--- src/rtl/assert_macros.svh ---
// ----------------------------------------------------------------------------
// assertion macros
// concurrent checks on clock, disabled while reset is high except in the ALWAYS variant
// ----------------------------------------------------------------------------
`ifndef ASSERT_MACROS_SVH
`define ASSERT_MACROS_SVH

`ifndef SYNTHESIS

// check a property at every rising clock edge outside reset
`define BKD_ASSERT(lbl, prop, msg) \
   lbl: assert property (@(posedge clock) disable iff (reset) (prop)) else $error(msg);

// same check, also active during reset
`define BKD_ASSERT_ALWAYS(lbl, prop, msg) \
   lbl: assert property (@(posedge clock) (prop)) else $error(msg);

`else

`define BKD_ASSERT(lbl, prop, msg)
`define BKD_ASSERT_ALWAYS(lbl, prop, msg)

`endif

`endif

--- src/rtl/bkd_pkg.sv ---
// ----------------------------------------------------------------------------
// bkd_pkg
// shared types, register codes and constants of the backoff delay pipeline
// ----------------------------------------------------------------------------
`timescale 1ns / 1ps

package bkd_pkg;

   localparam int REASON_W  = 8;
   localparam int COUNT_W   = 8;
   localparam int RND_W     = 16;
   localparam int BASE_W    = 16;
   localparam int CAP_W     = 20;
   localparam int JIT_W     = 16;
   localparam int DIV_W     = JIT_W + 1;
   localparam int DELAY_W   = 21;
   localparam int CSR_IDX_W = 3;
   localparam int CSR_W     = 20;

   localparam int DEF_MAX_RETRY_SHIFT = 16;

   // remainder unit: restoring steps per pipeline stage
   localparam int DIV_STEPS  = 4;
   localparam int DIV_STAGES = RND_W / DIV_STEPS;

   localparam logic [REASON_W-1:0] AUTH_LO_A = 8'd15;
   localparam logic [REASON_W-1:0] AUTH_HI_A = 8'd24;
   localparam logic [REASON_W-1:0] AUTH_LO_B = 8'd202;
   localparam logic [REASON_W-1:0] AUTH_HI_B = 8'd205;

   localparam int AUTH_THRESHOLD = 3;
   localparam int FAST_THRESHOLD = 4;

   // register indexes
   localparam logic [CSR_IDX_W-1:0] REG_SLOW_BASE   = 3'd0;
   localparam logic [CSR_IDX_W-1:0] REG_SLOW_CAP    = 3'd1;
   localparam logic [CSR_IDX_W-1:0] REG_SLOW_JITTER = 3'd2;
   localparam logic [CSR_IDX_W-1:0] REG_FAST_BASE   = 3'd3;
   localparam logic [CSR_IDX_W-1:0] REG_FAST_CAP    = 3'd4;
   localparam logic [CSR_IDX_W-1:0] REG_FAST_JITTER = 3'd5;

   // register reset values
   localparam logic [BASE_W-1:0] RST_SLOW_BASE   = 16'd5000;
   localparam logic [CAP_W-1:0]  RST_SLOW_CAP    = 20'd30000;
   localparam logic [JIT_W-1:0]  RST_SLOW_JITTER = 16'd1000;
   localparam logic [BASE_W-1:0] RST_FAST_BASE   = 16'd500;
   localparam logic [CAP_W-1:0]  RST_FAST_CAP    = 20'd8000;
   localparam logic [JIT_W-1:0]  RST_FAST_JITTER = 16'd250;

   typedef struct packed {
      logic [BASE_W-1:0] slow_base;
      logic [CAP_W-1:0]  slow_cap;
      logic [JIT_W-1:0]  slow_jitter;
      logic [BASE_W-1:0] fast_base;
      logic [CAP_W-1:0]  fast_cap;
      logic [JIT_W-1:0]  fast_jitter;
   } cfg_type;

   // one request in flight through the pipeline
   typedef struct packed {
      logic              auth;
      logic [CAP_W-1:0]  delay_base;
      logic [DIV_W-1:0]  divisor;
      logic [RND_W-1:0]  dividend;
      logic [JIT_W-1:0]  rem;
   } pipe_type;

endpackage

--- src/rtl/bkd_if.sv ---
// ----------------------------------------------------------------------------
// bkd_if
// request and response channels of the backoff delay block
// ----------------------------------------------------------------------------
`timescale 1ns / 1ps

interface bkd_req_if
   import bkd_pkg::*;
();
   logic                valid;
   logic                ready;
   logic [REASON_W-1:0] reason_code;
   logic [COUNT_W-1:0]  retry_count;
   logic [RND_W-1:0]    random_value;

   modport source (output valid, output reason_code, output retry_count,
                   output random_value, input ready);
   modport sink   (input valid, input reason_code, input retry_count,
                   input random_value, output ready);
endinterface

interface bkd_rsp_if
   import bkd_pkg::*;
();
   logic               valid;
   logic               ready;
   logic [DELAY_W-1:0] delay_ms;
   logic               auth_failure;

   modport source (output valid, output delay_ms, output auth_failure, input ready);
   modport sink   (input valid, input delay_ms, input auth_failure, output ready);
endinterface

--- src/rtl/bkd_front.sv ---
// ----------------------------------------------------------------------------
// bkd_front
// reason classing, count clamp, base shift and cap select, first stage
// ----------------------------------------------------------------------------
`timescale 1ns / 1ps

module bkd_front
   import bkd_pkg::*;
#(
   parameter int MAX_RETRY_SHIFT = DEF_MAX_RETRY_SHIFT
) (
   input  logic                clock,
   input  logic                reset,
   input  cfg_type             cfg,
   input  logic                in_valid,
   output logic                in_ready,
   input  logic [REASON_W-1:0] reason_code,
   input  logic [COUNT_W-1:0]  retry_count,
   input  logic [RND_W-1:0]    random_value,
   output logic                out_valid,
   input  logic                out_ready,
   output pipe_type            out_data
);

   localparam int CNT_W   = $clog2(MAX_RETRY_SHIFT + 1);
   localparam int SHIFT_W = BASE_W + MAX_RETRY_SHIFT;

   logic               valid_ff;
   pipe_type           data_ff;
   pipe_type           data_in;
   logic               auth;
   logic [CNT_W-1:0]   cnt;
   logic [BASE_W-1:0]  base;
   logic [CAP_W-1:0]   cap;
   logic [JIT_W-1:0]   jitter;
   logic [CNT_W-1:0]   thr;
   logic [SHIFT_W-1:0] shifted;
   logic               use_cap;

   always_comb begin
      auth = ((reason_code >= AUTH_LO_A) && (reason_code <= AUTH_HI_A)) ||
             ((reason_code >= AUTH_LO_B) && (reason_code <= AUTH_HI_B));
      if (retry_count > COUNT_W'(MAX_RETRY_SHIFT)) begin
         cnt = CNT_W'(MAX_RETRY_SHIFT);
      end else begin
         cnt = retry_count[CNT_W-1:0];
      end
      base   = auth ? cfg.slow_base   : cfg.fast_base;
      cap    = auth ? cfg.slow_cap    : cfg.fast_cap;
      jitter = auth ? cfg.slow_jitter : cfg.fast_jitter;
      thr    = auth ? CNT_W'(AUTH_THRESHOLD) : CNT_W'(FAST_THRESHOLD);
      shifted = SHIFT_W'(base) << cnt;
      use_cap = (cnt >= thr) || (shifted > SHIFT_W'(cap));

      data_in.auth       = auth;
      // below the cap the shifted base fits the cap width
      data_in.delay_base = use_cap ? cap : shifted[CAP_W-1:0];
      data_in.divisor    = DIV_W'(jitter) + DIV_W'(1);
      data_in.dividend   = random_value;
      data_in.rem        = '0;
   end

   assign in_ready = !valid_ff || out_ready;

   always_ff @(posedge clock) begin
      if (reset) begin
         valid_ff <= 1'b0;
      end else if (in_ready) begin
         valid_ff <= in_valid;
      end
   end

   always_ff @(posedge clock) begin
      if (in_ready && in_valid) begin
         data_ff <= data_in;
      end
   end

   assign out_valid = valid_ff;
   assign out_data  = data_ff;

endmodule

--- src/rtl/bkd_div_stage.sv ---
// ----------------------------------------------------------------------------
// bkd_div_stage
// one stage of the pipelined remainder unit, DIV_STEPS (4) restoring steps
// ----------------------------------------------------------------------------
`timescale 1ns / 1ps

module bkd_div_stage
   import bkd_pkg::*;
(
   input  logic     clock,
   input  logic     reset,
   input  logic     in_valid,
   output logic     in_ready,
   input  pipe_type in_data,
   output logic     out_valid,
   input  logic     out_ready,
   output pipe_type out_data
);

   logic     valid_ff;
   pipe_type data_ff;
   pipe_type data_in;

   always_comb begin
      logic [DIV_W-1:0] trial;
      data_in = in_data;
      for (int i = 0; i < DIV_STEPS; i++) begin
         trial = {data_in.rem, data_in.dividend[RND_W-1]};
         data_in.dividend = data_in.dividend << 1;
         if (trial >= data_in.divisor) begin
            trial = trial - data_in.divisor;
         end
         // remainder stays below the divisor, so it fits the jitter width
         data_in.rem = trial[JIT_W-1:0];
      end
   end

   assign in_ready = !valid_ff || out_ready;

   always_ff @(posedge clock) begin
      if (reset) begin
         valid_ff <= 1'b0;
      end else if (in_ready) begin
         valid_ff <= in_valid;
      end
   end

   always_ff @(posedge clock) begin
      if (in_ready && in_valid) begin
         data_ff <= data_in;
      end
   end

   assign out_valid = valid_ff;
   assign out_data  = data_ff;

endmodule

--- src/rtl/bkd_out.sv ---
// ----------------------------------------------------------------------------
// bkd_out
// jitter add and response register
// ----------------------------------------------------------------------------
`timescale 1ns / 1ps

module bkd_out
   import bkd_pkg::*;
(
   input  logic      clock,
   input  logic      reset,
   input  logic      in_valid,
   output logic      in_ready,
   input  pipe_type  in_data,
   bkd_rsp_if.source rsp
);

   logic               valid_ff;
   logic [DELAY_W-1:0] delay_ff;
   logic [DELAY_W-1:0] delay_in;
   logic               auth_ff;

   assign delay_in = DELAY_W'(in_data.delay_base) + DELAY_W'(in_data.rem);
   assign in_ready = !valid_ff || rsp.ready;

   always_ff @(posedge clock) begin
      if (reset) begin
         valid_ff <= 1'b0;
      end else if (in_ready) begin
         valid_ff <= in_valid;
      end
   end

   always_ff @(posedge clock) begin
      if (in_ready && in_valid) begin
         delay_ff <= delay_in;
         auth_ff  <= in_data.auth;
      end
   end

   assign rsp.valid        = valid_ff;
   assign rsp.delay_ms     = delay_ff;
   assign rsp.auth_failure = auth_ff;

endmodule

--- src/rtl/reconnect_backoff_delay_top.sv ---
// ----------------------------------------------------------------------------
// reconnect_backoff_delay_top: exponential reconnect backoff with jitter
// a request passes the front, remainder and response registers; one request a cycle unless the response stalls
// the 4-stage remainder pipeline does 4 restoring steps a stage
// synchronous reset clears all stage valid bits and loads the register defaults
// ----------------------------------------------------------------------------
`timescale 1ns / 1ps
`include "assert_macros.svh"

module reconnect_backoff_delay_top
   import bkd_pkg::*;
#(
   parameter int MAX_RETRY_SHIFT = DEF_MAX_RETRY_SHIFT
) (
   input  logic                 clock,
   input  logic                 reset,
   bkd_req_if.sink              req_chan,
   bkd_rsp_if.source            rsp_chan,
   input  logic                 csr_we,
   input  logic [CSR_IDX_W-1:0] csr_index,
   input  logic [CSR_W-1:0]     csr_wdata
);

   // configuration registers, to be written only while the pipeline is empty; not enforced here
   cfg_type cfg_ff;

   always_ff @(posedge clock) begin
      if (reset) begin
         cfg_ff.slow_base   <= RST_SLOW_BASE;
         cfg_ff.slow_cap    <= RST_SLOW_CAP;
         cfg_ff.slow_jitter <= RST_SLOW_JITTER;
         cfg_ff.fast_base   <= RST_FAST_BASE;
         cfg_ff.fast_cap    <= RST_FAST_CAP;
         cfg_ff.fast_jitter <= RST_FAST_JITTER;
      end else if (csr_we) begin
         case (csr_index)
            REG_SLOW_BASE:   cfg_ff.slow_base   <= csr_wdata[BASE_W-1:0];
            REG_SLOW_CAP:    cfg_ff.slow_cap    <= csr_wdata[CAP_W-1:0];
            REG_SLOW_JITTER: cfg_ff.slow_jitter <= csr_wdata[JIT_W-1:0];
            REG_FAST_BASE:   cfg_ff.fast_base   <= csr_wdata[BASE_W-1:0];
            REG_FAST_CAP:    cfg_ff.fast_cap    <= csr_wdata[CAP_W-1:0];
            REG_FAST_JITTER: cfg_ff.fast_jitter <= csr_wdata[JIT_W-1:0];
            default: ;  // unmapped index, write dropped
         endcase
      end
   end

   // stage 0 is the front register, stages 1..DIV_STAGES the remainder unit
   pipe_type stage_data  [DIV_STAGES+1];
   logic     stage_valid [DIV_STAGES+1];
   logic     stage_ready [DIV_STAGES+1];
   logic     full_stall;

   // front: class the reason, clamp the count, pick base or cap
   bkd_front #(
      .MAX_RETRY_SHIFT (MAX_RETRY_SHIFT)
   ) u_front (
      .clock        (clock),
      .reset        (reset),
      .cfg          (cfg_ff),
      .in_valid     (req_chan.valid),
      .in_ready     (req_chan.ready),
      .reason_code  (req_chan.reason_code),
      .retry_count  (req_chan.retry_count),
      .random_value (req_chan.random_value),
      .out_valid    (stage_valid[0]),
      .out_ready    (stage_ready[0]),
      .out_data     (stage_data[0])
   );

   // random value modulo (jitter + 1), DIV_STEPS quotient bits per stage
   for (genvar k = 0; k < DIV_STAGES; k++) begin : g_div
      bkd_div_stage u_div (
         .clock     (clock),
         .reset     (reset),
         .in_valid  (stage_valid[k]),
         .in_ready  (stage_ready[k]),
         .in_data   (stage_data[k]),
         .out_valid (stage_valid[k+1]),
         .out_ready (stage_ready[k+1]),
         .out_data  (stage_data[k+1])
      );
   end

   // add the jitter and hold the response until taken
   bkd_out u_out (
      .clock    (clock),
      .reset    (reset),
      .in_valid (stage_valid[DIV_STAGES]),
      .in_ready (stage_ready[DIV_STAGES]),
      .in_data  (stage_data[DIV_STAGES]),
      .rsp      (rsp_chan)
   );

   // every stage holds a request and the response is not taken
   always_comb begin
      full_stall = rsp_chan.valid && !rsp_chan.ready;
      for (int k = 0; k <= DIV_STAGES; k++) begin
         full_stall = full_stall && stage_valid[k];
      end
   end

   // a full, stalled pipeline must refuse a new request
   `BKD_ASSERT(a_no_accept_when_full, full_stall |-> !req_chan.ready, "request accepted into full pipeline")

   // divisor is jitter plus one and never zero
   `BKD_ASSERT(a_divisor_nonzero, stage_valid[0] |-> (stage_data[0].divisor != '0), "zero divisor in pipeline")

   // finished remainder is below the divisor
   `BKD_ASSERT(a_rem_below_div, stage_valid[DIV_STAGES] |-> (DIV_W'(stage_data[DIV_STAGES].rem) < stage_data[DIV_STAGES].divisor), "remainder not below divisor")

   // a stalled front stage keeps its request
   `BKD_ASSERT(a_front_hold, (stage_valid[0] && !stage_ready[0]) |=> (stage_valid[0] && $stable(stage_data[0])), "front stage lost a stalled request")

endmodule
--- src/flat_wrapper.sv ---
// flat-port wrapper written by rule: the top's interface ports become plain ports
module reconnect_backoff_delay_top_flat import bkd_pkg::*;
#(
   parameter int MAX_RETRY_SHIFT = DEF_MAX_RETRY_SHIFT
)
  (clock, reset, csr_we, csr_index, csr_wdata, req_chan_valid, req_chan_reason_code, req_chan_retry_count, req_chan_random_value, req_chan_ready, rsp_chan_valid, rsp_chan_delay_ms, rsp_chan_auth_failure, rsp_chan_ready);
  bkd_req_if req_chan_i ();
  bkd_rsp_if rsp_chan_i ();
  input  logic clock;
  input  logic reset;
  input  logic csr_we;
  input  logic [CSR_IDX_W-1:0] csr_index;
  input  logic [CSR_W-1:0] csr_wdata;
  input wire logic [$bits(req_chan_i.valid)-1:0] req_chan_valid;
  input wire logic [$bits(req_chan_i.reason_code)-1:0] req_chan_reason_code;
  input wire logic [$bits(req_chan_i.retry_count)-1:0] req_chan_retry_count;
  input wire logic [$bits(req_chan_i.random_value)-1:0] req_chan_random_value;
  output wire logic [$bits(req_chan_i.ready)-1:0] req_chan_ready;
  output wire logic [$bits(rsp_chan_i.valid)-1:0] rsp_chan_valid;
  output wire logic [$bits(rsp_chan_i.delay_ms)-1:0] rsp_chan_delay_ms;
  output wire logic [$bits(rsp_chan_i.auth_failure)-1:0] rsp_chan_auth_failure;
  input wire logic [$bits(rsp_chan_i.ready)-1:0] rsp_chan_ready;
  assign req_chan_i.valid = req_chan_valid;
  assign req_chan_i.reason_code = req_chan_reason_code;
  assign req_chan_i.retry_count = req_chan_retry_count;
  assign req_chan_i.random_value = req_chan_random_value;
  assign req_chan_ready = req_chan_i.ready;
  assign rsp_chan_valid = rsp_chan_i.valid;
  assign rsp_chan_delay_ms = rsp_chan_i.delay_ms;
  assign rsp_chan_auth_failure = rsp_chan_i.auth_failure;
  assign rsp_chan_i.ready = rsp_chan_ready;
  reconnect_backoff_delay_top #(.MAX_RETRY_SHIFT(MAX_RETRY_SHIFT)) u_core (.clock(clock), .reset(reset), .req_chan(req_chan_i), .rsp_chan(rsp_chan_i), .csr_we(csr_we), .csr_index(csr_index), .csr_wdata(csr_wdata));
endmodule
--- config.mk ---
export PLATFORM = sky130hd
export DESIGN_NAME = reconnect_backoff_delay_top_flat
export DESIGN_NICKNAME = d
export VERILOG_FILES = /design/src/rtl/bkd_pkg.sv /design/src/rtl/bkd_if.sv /design/src/rtl/bkd_front.sv /design/src/rtl/bkd_div_stage.sv /design/src/rtl/bkd_out.sv /design/src/rtl/reconnect_backoff_delay_top.sv /design/src/flat_wrapper.sv
export VERILOG_INCLUDE_DIRS = /design/src /design/src/rtl
export SDC_FILE = /design/constraint.sdc
export NUM_CORES = 1
export LEC_CHECK = 0
export ABC_CLOCK_PERIOD_IN_PS = 11700
export BUFFER_PORTS_ARGS = -buffer_cell sky130_fd_sc_hd__buf_2
export CORE_UTILIZATION = 40
export CTS_CLUSTER_DIAMETER = 80
export DETAILED_ROUTE_END_ITERATION = 12
export PLACE_DENSITY_LB_ADDON = 0.3
export SETUP_SLACK_MARGIN = 0.02
export SLEW_MARGIN = 20
export SYNTH_ARGS = -nofsm -noshare
export SYNTH_HDL_FRONTEND = slang
export SYNTH_SLANG_ARGS = --single-unit
--- constraint.sdc ---
create_clock -name clock -period 11.7 [get_ports clock]
set_clock_uncertainty 0.05 [all_clocks]
set_input_delay 0 -clock clock [delete_from_list [all_inputs] [get_ports clock]]
set_output_delay 0 -clock clock [all_outputs]
set_load 0.02 [all_outputs]
==> results.tsv, run 1 <==
stage	metric	value	unit
power	irDropWorstVdd	0.165	mV
route	routedWlPerCell	18.0	um
cts	numCtsBuffers	46	
cts	ctsRootBufferMaster	clkbuf_16	
synthesis	synthFlopType	edfxtp_1	
worst_setup_path	cp.required	12.12	ns
floorplan	row_count	100	
cts	clk_latency	0.60	ns
power	swShare	0.389	
cts	cts_buffer_depth	3	
timing	drv_slew	0	
route	drc	0	
floorplan	die_area	0.0773	mm2
synthesis	synth_edf_count	299	
timing	timing.setup.tns	0	ns
power	clockPowerShare	0.209	
power	p_int	0.00456	W
floorplan	die_x	278	um
placed_design	dp_cells	4147	
grt	antenna_found_initial	1	
flow_run	maxCapViolCount	0	
cts	cts.clk_slew.worst_paths	0.06	ns
grt	grt_util_all_layers	0.198	
grt	grt_start_max_net_pins	111	
placed_design	post-dp-hpwl	58700	um
power	powerDensity	219	mW/mm2
worst_setup_path	critPathKind	flip-flop to flip-flop	
synthesis	yosys.area.top_type_share	0.295	
route	drtPass1Iterations	5	
power	fin_total_pwr	0.00748	W
synthesis	synthXorXnorAreaFrac	0.0621	
final_layout	area_growth	12.1	%
timing	period_minus_slack	10.66	ns
timing	fin_crit_sh	0.911	
timing	hold_violations	0	
synthesis	yosys-mux-area-fraction	0.0943	
worst_hold_path	hp-class	input port to flip-flop	
power	comb_power_share	0.550	
synthesis	synth.distinct_cells	82	
synthesis	synth_seq_area_share	0.367	
worst_setup_path	cp.arrival	11.08	ns
worst_setup_path	path_max_fanout	18	
grt	first_global_vias	22800	
grt	grt_pass1_wl	124000	um
route	drt_iter0_drc	1379	
cts	cts_tree	built	
synthesis	synth_area_leader_cell	edfxtp_1	
grt	grt.overflow.total	0	
placed_design	dpl-instance-area	0.0320	mm2
synthesis	synthesis.nets	3532	
worst_setup_path	reg2reg_slack	1.04	ns
final_layout	nets	3644	
synthesis	synth_adder_area_share	0.132	
route	vias	23700	
cts	htree_levels	2	
timing	worstMarginPinSlew	1.10	ns
synthesis	netlist_area	0.0305	mm2
worst_setup_path	path_common_cell	o21ai_0	
route	routed_wl	77200	um
timing	setup_viol	0	
outcome	status	complete, no violations	
floorplan	coreArea	0.0749	mm2
final_layout	fin_util	0.456	
floorplan	start_util	0.407	
worst_setup_path	start_kind	flip-flop	
synthesis	synth-simple-area-share	0.153	
final_layout	stdcell_count	4280	
worst_setup_path	critical-path-max-stage-delay	0.55	ns
final_layout	fin_area	0.0342	mm2
synthesis	synth_compound_area_frac	0.160	
power	seqPwrFrac	0.241	
final_layout	final_layout_size_suffix_gt1_frac	0.124	
synthesis	async_reset_ff_frac	0	
timing	slew_headroom	0.263	
power	leakagePower	14.0	nW
route	antenna_left	0	
floorplan	die_h	278	um
worst_setup_path	end_kind	flip-flop	
worst_setup_path	crit_slowest_cell	a2111oi_0	
floorplan	ios	84	
placed_design	portBuffers	83	
synthesis	synth_seq_cells	409	
power	p_sw	0.00291	W
cts	clock_sinks	409	
placed_design	gp_congestion	0.909	
synthesis	synth.area.top_cells	edfxtp_1, ha_1, dfxtp_1, mux2_2, nand2_1	
timing	rsz0062_at_grt	false	
synthesis	synthCells	3159	
synthesis	yosys_warnings	0	
route	via_per_inst	5.53	
synthesis	synth_top_family_by_area	compound AO/OA/AOI/OAI gates	
synthesis	syn_avg_cell_area	9.65	um2
timing	fmax	93.8	MHz
==> power by group through the flow <==
| stage | sequential, W | combinational [W] | clock (W) |
|---|---|---|---|
| 6_report | 0.00180 | 0.00411 | 0.00156 |
| 3_5_place_dp | 0.00183 | 0.00404 | 0 |
| 4_1_cts | 0.00180 | 0.00408 | 0.00160 |
| 2_1_floorplan | 0.00181 | 0.00323 | 0 |
| 5_1_grt | 0.00180 | 0.00455 | 0.00165 |
| 3_3_place_gp | 0.00183 | 0.00403 | 0 |
==> metrics by stage <==
stage               hold slack [ns]  setup slack [ns]
finish                       0.0150              1.04
global route                 0.0364            0.0232
CTS                         0.00614             0.839
detailed placement            0.128             0.877
global placement              0.128              1.11
floorplan                    0.0489              1.70
==> cells in the final DEF (no fill, tap or decap), types with 24 or more instances in the layout <==
| cell type | instances |
|---|---|
| clkbuf_16 | 47 |
| a21o_1 | 77 |
| buf_4 | 24 |
| a31oi_1 | 28 |
| mux2i_1 | 84 |
| nand4_1 | 55 |
| nor3_1 | 80 |
| xnor2_1 | 128 |
| nand3b_1 | 44 |
| nand3_1 | 63 |
| a21oi_1 | 247 |
| xor2_1 | 88 |
| dfxtp_1 | 110 |
| and2_1 | 25 |
| o21ai_0 | 140 |
| nor2b_1 | 43 |
| ha_1 | 297 |
| dlygate4sd3_1 | 45 |
| nand2_1 | 359 |
| mux2_2 | 146 |
| o21a_1 | 48 |
| and3_1 | 25 |
| inv_1 | 156 |
| edfxtp_1 | 299 |
| buf_2 | 83 |
| nor2_1 | 180 |
| nand2b_1 | 32 |
==> state kept, by name, summed over array words and instances, names as in the netlist <==
register	flops
u_core.g_div.u_div.out_valid	4
u_core.u_front.out_valid	1
u_core.u_out.rsp.auth_failure	1
u_core.u_out.rsp.valid	1
u_core.u_out.rsp.delay_ms	21
u_core.g_div.u_div.out_data	223
u_core.cfg_ff	104
u_core.u_front.out_data	54
==> per-layer routing <==
metal	vias up	track usage	wire [um]
met3	124	0.0244	3110
met2	502	0.325	35500
met5	-	0	0
li1	11900	-	-
met4	0	0.0533	1840
met1	11100	0.274	36700
==> area by class of cell <==
| cell class | instances | area [um2] |
|---|---|---|
| antenna | 2 | 5.00 |
| clock buffer | 54 | 1240 |
| clock inverter | 32 | 425 |
| fill | 7063 | 40800 |
| inverter | 159 | 597 |
| multi-input combinational | 2503 | 18500 |
| sequential | 409 | 11200 |
| tap | 969 | 1210 |
| timing repair buffer | 152 | 1050 |
==> final timing paths <==
| path | start | to | depth (start not counted) |
|---|---|---|---|
| hold / removal | csr_index[2] | u_core.cfg_ff[54]$_SDFFE_PP0P_ | 6 |
| setup reg to reg | u_core.g_div[1].u_div.out_data[35]$_DFFE_PP_ | u_core.g_div[2].u_div.out_data[10]$_DFFE_PP_ | 36 |
| hold reg to reg | u_core.g_div[2].u_div.out_data[67]$_DFFE_PP_ | u_core.g_div[3].u_div.out_data[67]$_DFFE_PP_ | 0 |
| setup / recovery | u_core.g_div[1].u_div.out_data[35]$_DFFE_PP_ | u_core.g_div[2].u_div.out_data[10]$_DFFE_PP_ | 36 |
==> cells in the mapped netlist, types with 10 or more instances <==
library cell and number:
nand2_1 359, edfxtp_1 299, ha_1 297, a21oi_1 247, nor2_1 181, inv_1 156
mux2_2 146, o21ai_0 141, xnor2_1 128, dfxtp_1 110, xor2_1 88, mux2i_1 84
nor3_1 81, a21o_1 77, clkbuf_1 66, nand3_1 63, nand4_1 55, o21a_1 48
nor2b_1 46, nand3b_1 44, nand2b_1 32, a31oi_1 30, and2_1 26, and3_1 25
a211oi_1 20, o211ai_1 19, o31a_1 19, or2_2 18, o21bai_1 17, o31ai_1 17
fa_1 16, a221o_1 13, mux4_2 12, buf_2 11, nor4_1 10, or3_1 10
==> what timing repair did <==
action                                  in CTS  in global routing
endpoints found under the hold margin      125                 13
endpoints found under the setup margin       0                 14
buffers inserted                             0                  0
resized for setup                            0                  3
hold buffers                                44                  1
==> worst max-delay path: cells and delay by family (launching register included) <==
family,cells,cell delay [ns]
AND/OR/NAND/NOR,8,1.81
buffers and inverters,2,0.49
multiplexers,2,0.82
AO/OA/AOI/OAI,20,5.53
flip-flops,1,0.39
adder cells (fa/ha/maj),4,1.42
==> cell families after synthesis <==
group                      after synthesis
muxes                                  250
AOI/OAI and AO/OA                      751
adders and majority gates              313
buffers and inverters                  247
and+or+nand+nor                        973
xor gates and xnor gates               216
DFF                                    409
No activity file was read; power rests on OpenSTA's default activity.
==> run 2, diff against run 1 <==
PLACE_DENSITY_LB_ADDON = unset   (was 0.3)
==> results.tsv, run 2 (synthesis gave the netlist of run 1 again) <==
stage	metric	value	unit
grt	grt.overflow.total	0	
grt	first_global_vias	22800	
power	irDropWorstVdd	0.141	mV
floorplan	row_count	100	
timing	hold_violations	0	
floorplan	die_h	278	um
timing	drv_slew	0	
floorplan	ios	84	
timing	slew_headroom	0.283	
cts	htree_levels	2	
timing	fin_crit_sh	0.927	
power	powerDensity	218	mW/mm2
cts	numCtsBuffers	49	
placed_design	gp_congestion	0.892	
grt	grt_pass1_wl	125000	um
worst_hold_path	worstHoldPathCells	6	
worst_setup_path	cp.arrival	11.14	ns
worst_setup_path	path_max_fanout	25	
placed_design	dpl-instance-area	0.0320	mm2
floorplan	start_util	0.407	
final_layout	mostFrequentLayoutCell	nand2_1	
final_layout	largest_reg_flops	223	
worst_setup_path	start_kind	flip-flop	
final_layout	area_growth	12.3	%
placed_design	portBuffers	83	
route	drt_iter0_drc	1511	
grt	grt_util_all_layers	0.201	
timing	rsz0062_at_grt	false	
worst_hold_path	hp-class	input port to flip-flop	
worst_setup_path	end_kind	flip-flop	
route	vias	23800	
worst_setup_path	reg2reg_slack	0.85	ns
worst_hold_path	holdPathEnd	u_core.cfg_ff[53]$_SDFFE_PP0P_	
route	routed_wl	78600	um
cts	clk_latency	0.59	ns
grt	grt_start_max_net_pins	111	
timing	fmax	92.2	MHz
route	drtPass1Iterations	5	
grt	antenna_found_initial	1	
cts	cts.clk_slew.worst_paths	0.06	ns
worst_setup_path	r2r_start	u_core.g_div[0].u_div.out_data[33]$_DFFE_PP_	
flow_run	maxCapViolCount	0	
worst_setup_path	critical-path-max-stage-delay	0.53	ns
final_layout	final_layout_size_suffix_gt1_frac	0.128	
final_layout	nets	3654	
worst_setup_path	critPathKind	flip-flop to flip-flop	
timing	setup_viol	0	
cts	ctsRootBufferMaster	clkbuf_16	
timing	worstMarginPinSlew	1.08	ns
timing	period_minus_slack	10.85	ns
cts	clock_sinks	409	
final_layout	layout_common_cells	nand2_1, edfxtp_1, ha_1	
placed_design	post-dp-hpwl	59500	um
worst_setup_path	reg2reg_depth	38	
cts	cts_buffer_depth	3	
floorplan	die_area	0.0773	mm2
floorplan	coreArea	0.0749	mm2
power	leakagePower	14.1	nW
final_layout	fin_area	0.0342	mm2
worst_setup_path	cp.required	11.99	ns
route	drc	0	
timing	timing.setup.tns	0	ns
route	antenna_left	0	
outcome	status	complete, no violations	
floorplan	die_x	278	um
cts	cts_tree	built	
route	routedWlPerCell	18.3	um
worst_hold_path	hp-start	csr_index[2]	
worst_setup_path	reg2reg_to	u_core.g_div[1].u_div.out_data[11]$_DFFE_PP_	
worst_setup_path	crit_slowest_cell	edfxtp_1	
route	via_per_inst	5.53	
-- run 2: critical path, delay by kind of cell, from the launching register on --
family                   cells  cell delay [ns]
adder cells (fa/ha/maj)      4             1.26
multiplexers                 4             1.53
AO/OA/AOI/OAI               19             5.01
AND/OR/NAND/NOR              6             1.09
buffers and inverters        5             1.12
flip-flops                   1             0.53
-- run 2: worst max-delay path by stage --
stage,startpoint,endpoint,slack [ns],cells after the start
finish,u_core.g_div[0].u_div.out_data[33]$_DFFE_PP_,u_core.g_div[1].u_div.out_data[11]$_DFFE_PP_,0.85,38
CTS,u_core.g_div[1].u_div.out_data[33]$_DFFE_PP_,u_core.g_div[2].u_div.out_data[12]$_DFFE_PP_,0.31,34
floorplan,u_core.g_div[0].u_div.out_data[41]$_DFFE_PP_,u_core.g_div[1].u_div.out_data[10]$_DFFE_PP_,1.70,42
global placement,u_core.g_div[1].u_div.out_data[33]$_DFFE_PP_,u_core.g_div[2].u_div.out_data[12]$_DFFE_PP_,0.58,34
detailed placement,u_core.g_div[1].u_div.out_data[33]$_DFFE_PP_,u_core.g_div[2].u_div.out_data[7]$_DFFE_PP_,0.37,34
global route,u_core.g_div[0].u_div.out_data[33]$_DFFE_PP_,u_core.g_div[1].u_div.out_data[14]$_DFFE_PP_,0.16,39
-- run 2: power by group --
group,switching [W],internal (W)
Clock,0.000646,0.000913
Combinational,0.00223,0.00188
Sequential,0.0000474,0.00175
Total,0.00292,0.00454
-- run 2: area by class of cell --
| class | count | area (um2) |
|---|---|---|
| antenna | 2 | 5.00 |
| clock buffer | 56 | 1310 |
| clock inverter | 36 | 378 |
| fill | 7146 | 40700 |
| inverter | 159 | 597 |
| multi-input combinational | 2503 | 18500 |
| sequential | 409 | 11200 |
| tap | 969 | 1210 |
| timing repair buffer | 159 | 1100 |
-- run 2: routing by layer --
| layer | wire (um) | part of all wire | GRT usage |
|---|---|---|---|
| met1 | 37300 | 0.47 | 0.276 |
| met2 | 36600 | 0.47 | 0.334 |
| met3 | 3020 | 0.038 | 0.0216 |
| met4 | 1670 | 0.021 | 0.0540 |
| met5 | 0 | 0 | 0 |
-- run 2: through the flow --
| stage | hold WS (ns) | total power (W) | worst slack (ns) | utilization | instances |
|---|---|---|---|---|---|
| 3_5_place_dp | 0.129 | 0.00584 | 0.371 | 0.427 | 4150 |
| 5_1_grt | 0.0555 | 0.00801 | 0.158 | 0.457 | 4291 |
| 4_1_cts | 0.0167 | 0.00745 | 0.310 | 0.456 | 4285 |
| 2_1_floorplan | 0.0489 | 0.00504 | 1.70 | - | 3159 |
| 6_report | 0.0494 | 0.00746 | 0.850 | 0.457 | 4293 |
| 3_3_place_gp | 0.128 | 0.00583 | 0.580 | 0.427 | 4150 |
-- run 2: repair_timing --
item,CTS,global route
setup buffers,0,5
setup endpoints to repair,0,31
gates resized for setup,0,5
hold endpoints to repair,127,14
hold buffers,43,1
